--- src/rtl/core/vtp_pkg.sv ---
package vtp_pkg;

  localparam int NUM_REGS    = 8;
  localparam int CFG_IDX_W   = 4;
  localparam int CFG_SEL_W   = $clog2(NUM_REGS);
  localparam int REG_W       = 64;
  localparam int COEF_W      = 32;
  localparam int SUM_W       = 66;
  localparam int MAG_W       = 64;
  localparam int QUO_W       = 32;
  localparam int DIV_STEPS   = 32;
  localparam int FRAC_BITS   = 16;
  localparam int PRE_SHIFT   = 28;
  localparam int QUEUE_DEPTH = 4;

  localparam logic [7:0]  NO_COLOR    = 8'd127;
  localparam logic [31:0] SCREEN_ONE  = 32'd16;
  localparam logic [31:0] POS_LIMIT   = 32'h7fff_ffff;
  localparam logic [31:0] NEG_LIMIT   = 32'h8000_0000;
  localparam logic [9:0]  RECIP3      = 10'd683;

  localparam logic [REG_W-1:0] CFG_RESET [NUM_REGS] = '{
    64'h0000_0000_0001_0000, 64'h0,
    64'h0001_0000_0000_0000, 64'h0,
    64'h0,                   64'h0000_0000_0001_0000,
    64'h0,                   64'h0001_0000_0000_0000
  };

  typedef struct packed {
    logic [7:0] red;
    logic [7:0] green;
    logic [7:0] blue;
    logic [6:0] alpha;
    logic       last;
  } side_t;

  // classified vertex handed from front to back
  typedef struct packed {
    logic [3:0][MAG_W-1:0] mag;
    logic [3:0]            neg;
    logic                  w_zero;
    side_t                 side;
  } item_t;

  // one stage of the divide pipe, three lanes x, y, z
  typedef struct packed {
    logic [2:0][MAG_W-1:0] rem;
    logic [2:0][QUO_W-1:0] ql;
    logic [2:0]            ovf;
    logic [2:0]            neg;
    logic [MAG_W-1:0]      wm;
    logic                  w_zero;
    side_t                 side;
  } div_t;

  // (2*c)/3 by reciprocal, exact for all byte inputs
  function automatic logic [7:0] scale3(input logic [7:0] c);
    logic [18:0] p;
    p = 19'({c, 1'b0}) * 19'(RECIP3);
    return p[18:11];
  endfunction

endpackage

--- src/rtl/core/vtp_queue.sv ---
module vtp_queue #(
  parameter int DEPTH = vtp_pkg::QUEUE_DEPTH
) (
  input  logic           clk,
  input  logic           rst_n,
  input  logic           push,
  input  vtp_pkg::item_t push_item,
  output logic           full,
  input  logic           pop,
  output logic           head_valid,
  output vtp_pkg::item_t head_item
);

  localparam int PTR_W = (DEPTH > 1) ? $clog2(DEPTH) : 1;
  localparam int CNT_W = $clog2(DEPTH + 1);

  vtp_pkg::item_t   mem [DEPTH];
  logic [PTR_W-1:0] wr_ptr_r, rd_ptr_r;
  logic [CNT_W-1:0] count_r;
  logic             do_pop;

  assign full       = (count_r == CNT_W'(DEPTH));
  assign head_valid = (count_r != '0);
  assign head_item  = mem[rd_ptr_r];
  assign do_pop     = pop && head_valid;

  always_ff @(posedge clk) begin
    if (push) mem[wr_ptr_r] <= push_item;
  end

  always_ff @(posedge clk) begin
    if (!rst_n) begin
      wr_ptr_r <= '0;
      rd_ptr_r <= '0;
      count_r  <= '0;
    end else begin
      if (push) begin
        wr_ptr_r <= (wr_ptr_r == PTR_W'(DEPTH - 1)) ? '0 : wr_ptr_r + 1'b1;
      end
      if (do_pop) begin
        rd_ptr_r <= (rd_ptr_r == PTR_W'(DEPTH - 1)) ? '0 : rd_ptr_r + 1'b1;
      end
      count_r <= count_r + CNT_W'(push) - CNT_W'(do_pop);
    end
  end

endmodule

--- config.mk ---
export PLATFORM = sky130hd
export DESIGN_NAME = vtp_queue
export DESIGN_NICKNAME = d
export VERILOG_FILES = /design/src/rtl/core/vtp_pkg.sv /design/src/rtl/core/vtp_queue.sv
export SDC_FILE = /design/constraint.sdc
export NUM_CORES = 1
export LEC_CHECK = 0
export BUFFER_PORTS_ARGS = -buffer_cell sky130_fd_sc_hd__clkbuf_2
export CAP_MARGIN = 20
export CORE_UTILIZATION = 59
export CTS_BUF_LIST = sky130_fd_sc_hd__clkbuf_4
export DETAILED_ROUTE_END_ITERATION = 16
export GPL_ROUTABILITY_DRIVEN = 0
export PLACE_DENSITY = 0.88
export SYNTH_ARGS = -nofsm -noshare
export SYNTH_HDL_FRONTEND = slang
export SYNTH_SLANG_ARGS = --single-unit
--- constraint.sdc ---
create_clock -name clk -period 11 [get_ports clk]
set_input_delay 2.2 -clock clk [delete_from_list [all_inputs] [get_ports clk]]
set_output_delay 2.2 -clock clk [all_outputs]
set_load 0.03 [all_outputs]
* After elaboration in Yosys (flattened, before gate mapping)
Memory sizes are Yosys's and may differ from the RTL's. A register that Yosys moved wholly into a read port is not among the register bits. Cells that the tools add are included.
Word-level totals: register bits 7, bits in read-only memories 0, bits of input ports 297, memory bits (writable) 1172, bits in latches 0, memories 1
Memory list:
- mem | depth 4, bits a word 293, rd ports 1, clocked after Yosys merged registers in 1, wr ports 1, RTL line vtp_queue.sv:17 | vtp_pkg::item_t mem [DEPTH];
Cells by class: multipliers 0, add/sub/neg operators 4, magnitude comparators 0, bitwise logic cells 0, muxes and demuxes 6, shifts and indexed selects 0, divide/modulo/power cells 0, reductions and logical operators 2, eq/ne operators 3
Operator list (number):
- 2-bit 2-to-1 mux | 4
- 2-bit by 1-bit adder with 2-bit output (second input constant) | 2
- 2-bit equality test (second input constant) | 2
- 3-bit by 1-bit adder with 3-bit output | 1
- 3-bit equality test (second input constant) | 1
- 3-bit nonzero test | 1
- 3-bit by 1-bit subtractor with 3-bit output | 1
- 1-bit 2-to-1 mux | 2
- 1-bit logical AND | 1

* Logic depth before layout (Yosys ltp)
depth after elaboration 4, gate-level depth with buffers 6, mapped depth without buffers 6

* Least setup slack after synthesis
No wires, ideal clock.
path type input-to-reg, start point input push, end point memory mem[0][0] in the netlist's numbering, enable pin, library setup time 0.691 ns, data required time 10.309 ns, cell stages on the path 1, path slack 1.499 ns, data arrival time 8.810 ns, path through and2_1
On the way: word-level cells in the longest chain between the ends 2
Ends and longest elaborated chain:
- from (decl) | RTL line vtp_queue.sv:6 | input logic push,
- 1-bit 2-to-1 mux | RTL line vtp_queue.sv:28 | if (push) mem[wr_ptr_r] <= push_item;
- 1-bit 2-to-1 mux (implied by the code) | RTL line vtp_queue.sv:28
- to (decl) | RTL line vtp_queue.sv:17
No other way between the ends.

==> results.cfg <==
[finish]
nets = 2730
post_layout_instance_area_um2 = 50200
final_layout_size_suffix_gt1_share_pct = 51.9
nFillCells = 4150
area_growth_syn_to_layout_pct = 16.7
most-common-layout-cells = sky130_fd_sc_hd__edfxtp_1, sky130_fd_sc_hd__clkbuf_2, sky130_fd_sc_hd__clkbuf_4, sky130_fd_sc_hd__mux4_2, sky130_fd_sc_hd__clkinv_1
most_frequent_standard_cell_in_the_layout_excluding_fill_and_tap_cells = sky130_fd_sc_hd__edfxtp_1

[synth]
ys_warn_count = 0
netlist_area_um2 = 43000
postSynthCellCount = 1577
ys_types = 24
ys_seq_elements = 1181
net_count_of_the_mapped_netlist = 1881
seq_area_frac_synth_pct = 82.2
syn_avg_cell_area_um2 = 27.3

[critical_path]
timing.setup.critical_path_class = flip-flop to primary output
worstPathCellList = buf_12 > buf_4 > mux4_2 > clkbuf_2
cpPeakStageDelay_ns = 0.80
start_kind = flip-flop
rr_worst_depth = 5
crit_fanout = 116
critPathSlowestCell = sky130_fd_sc_hd__buf_4
end_kind = primary output
worst-endpoint-arrival_ns = 4.41
cp_data_required_time_ns = 8.80

[clock_network]
clock_tree.root_cell = sky130_fd_sc_hd__clkbuf_4
cts_made_buffers = 301
h_tree_levels = 5
postCtsSetupRepairBufs = 0
clock_latency_ns = 1.08
post_cts_hold_buffer_count = 0
tritoncts = done
clock_slew_seen_by_the_registers_of_the_worst_setup_and_hold_paths_ns = 0.06
clockBufferDepth = 4
post_cts_resized = 0
clkSinkCount = 1181

[routing]
drt_drc_violations_left = 0
drt_pass1_iterations = 5
avgRoutedWirePerCell_um = 25.6
initialDrtViolationCount = 1841
final_antenna_net_count = 0
post_drt_via_cell_ratio = 5.82
routed_wirelength_mm = 91.4
dr_total_vias = 20800

[floorplanning]
die_height_um = 272
placeableCoreArea_um2 = 71900
die_w_um = 272
number_of_rows_created_at_floorplan = 98
floorplan.initialDensity_pct = 59.9
num_io_pins = 592
die_area_um2 = 74000

[sta]
setup_violators_final = 0
finClkSkew_ns = 0.0743
fmax_ghz = 0.151
final-hold-violation-count = 0
layout_min_cycle_time_ns = 6.61
finalCritPeriodShare_pct = 60.1
timing.final.ws_setup_ns = 4.39
slew_headroom_pct = 27.1
worst-slew-pin-transition_ns = 1.09
final_max_slew_viol_count = 0
setup_tns_ns = 0
grt_setup_unrepaired = false

[power_and_ir_drop]
total_leakage_power_uw = 0.0172
ir_worst_vdd_mv = 0.209
power-per-cell-area_nw_per_um2 = 219

[grt]
grt_pass1_vias = 22600
globalRoute.totalOverflow = 0
antenna_found_initial = 28
largest_net_degree_at_the_start_of_global_routing = 161
grt_first_pass_wirelength_mm = 133
track_usage_pct = 24.8

[placement]
port_buffers = 591
dpl.hpwl_mm = 56.3
placed_cell_area_um2 = 46700
pre_cts_slack_ns = 5.35

[min_path]
worst_hold_path_type = flip-flop to flip-flop
hold_depth = 2

[outcome]
run_status = complete, no violations

[flow_run]
drv.max_cap_violation_count = 0
[layer usage]
layer / vias up / GRT usage [%] / routed length (µm)
li1: 8775 / - / -
met1: 10700 / 27.3 / 30300
met2: 1111 / 41.3 / 48500
met3: 248 / 9.23 / 8560
met4: 8 / 14.5 / 3950
met5: - / 0 / 54
[cells in the mapped netlist (all sizes together)]
master,n,share of area [%]
or2,1,0.015
mux2i,6,0.14
nand2,3,0.026
a21oi,1,0.012
nor3b,1,0.017
nor2,2,0.017
fa,1,0.047
inv,4,0.035
and2,6,0.087
edfxtp,1172,82
buf,62,1.7
or3,1,0.015
xor3,1,0.055
o31ai,1,0.029
ha,6,0.17
dfxtp,9,0.42
nand2b,1,0.015
or3b,2,0.041
clkbuf,4,0.035
mux4,293,15
[metrics by stage]
step	cells	hold WS [ns]	utilization (%)	power (µW)
6_report	3573	0.509	69.9	11000
5_1_grt	3568	0.532	69.9	11400
4_1_cts	3545	0.512	69.8	11100
3_5_place_dp	3073	0.505	64.9	7670
3_3_place_gp	3073	0.477	64.9	7600
2_1_floorplan	1577	0.464	-	7150
[flip-flops by register name (all words and copies together), names as in the netlist, named ones only]
register,count
mem,1172
wr_ptr_r,2
rd_ptr_r,2
count_r,3
[cells by family after synthesis]
family | synth area share (%)
AO/OA/AOI/OAI | 0.0407
XOR/XNOR | 0.0552
adder cells (fa/ha/maj) | 0.221
buffers and inverters | 1.77
flip-flops | 82.2
multiplexers | 15.5
AND/OR/NAND/NOR | 0.233
[where the power goes]
part / internal [µW] / switching (µW)
Sequential: 5150 / 80.9
Clock: 1840 / 1610
Combinational: 846 / 1480
Total: 7840 / 3170
[critical path: cells and delay by family, from the launching register on]
kind                   cells  cell delay (ns)
muxes                      1             0.65
DFF                        1             0.79
buffers and inverters      3             1.73
[layout make-up]
| cell class | count | area, µm² | area share [%] |
|---|---|---|---|
| diodes | 28 | 70.1 | 0.140 |
| clock buffers | 416 | 3120 | 6.22 |
| clock inverters | 56 | 357 | 0.710 |
| inverters | 4 | 15.0 | 0.0299 |
| multi-input cells | 326 | 6910 | 13.8 |
| flip-flops and latches | 1181 | 35400 | 70.5 |
| well taps | 950 | 1190 | 2.37 |
| repair buffers | 612 | 3170 | 6.31 |
[path summary, 6_finish.rpt]
check	from	end	slack, ns
worst min register to register	rd_ptr_r[1]	flip-flop	0.51
worst max register to register	wr_ptr_r[0]	mem[2][248]	7.60
worst max-delay path	flip-flop	head_item[73]	4.39
worst min-delay path	rd_ptr_r[1]	flip-flop	0.51
(Power assumes the default switching activity.)
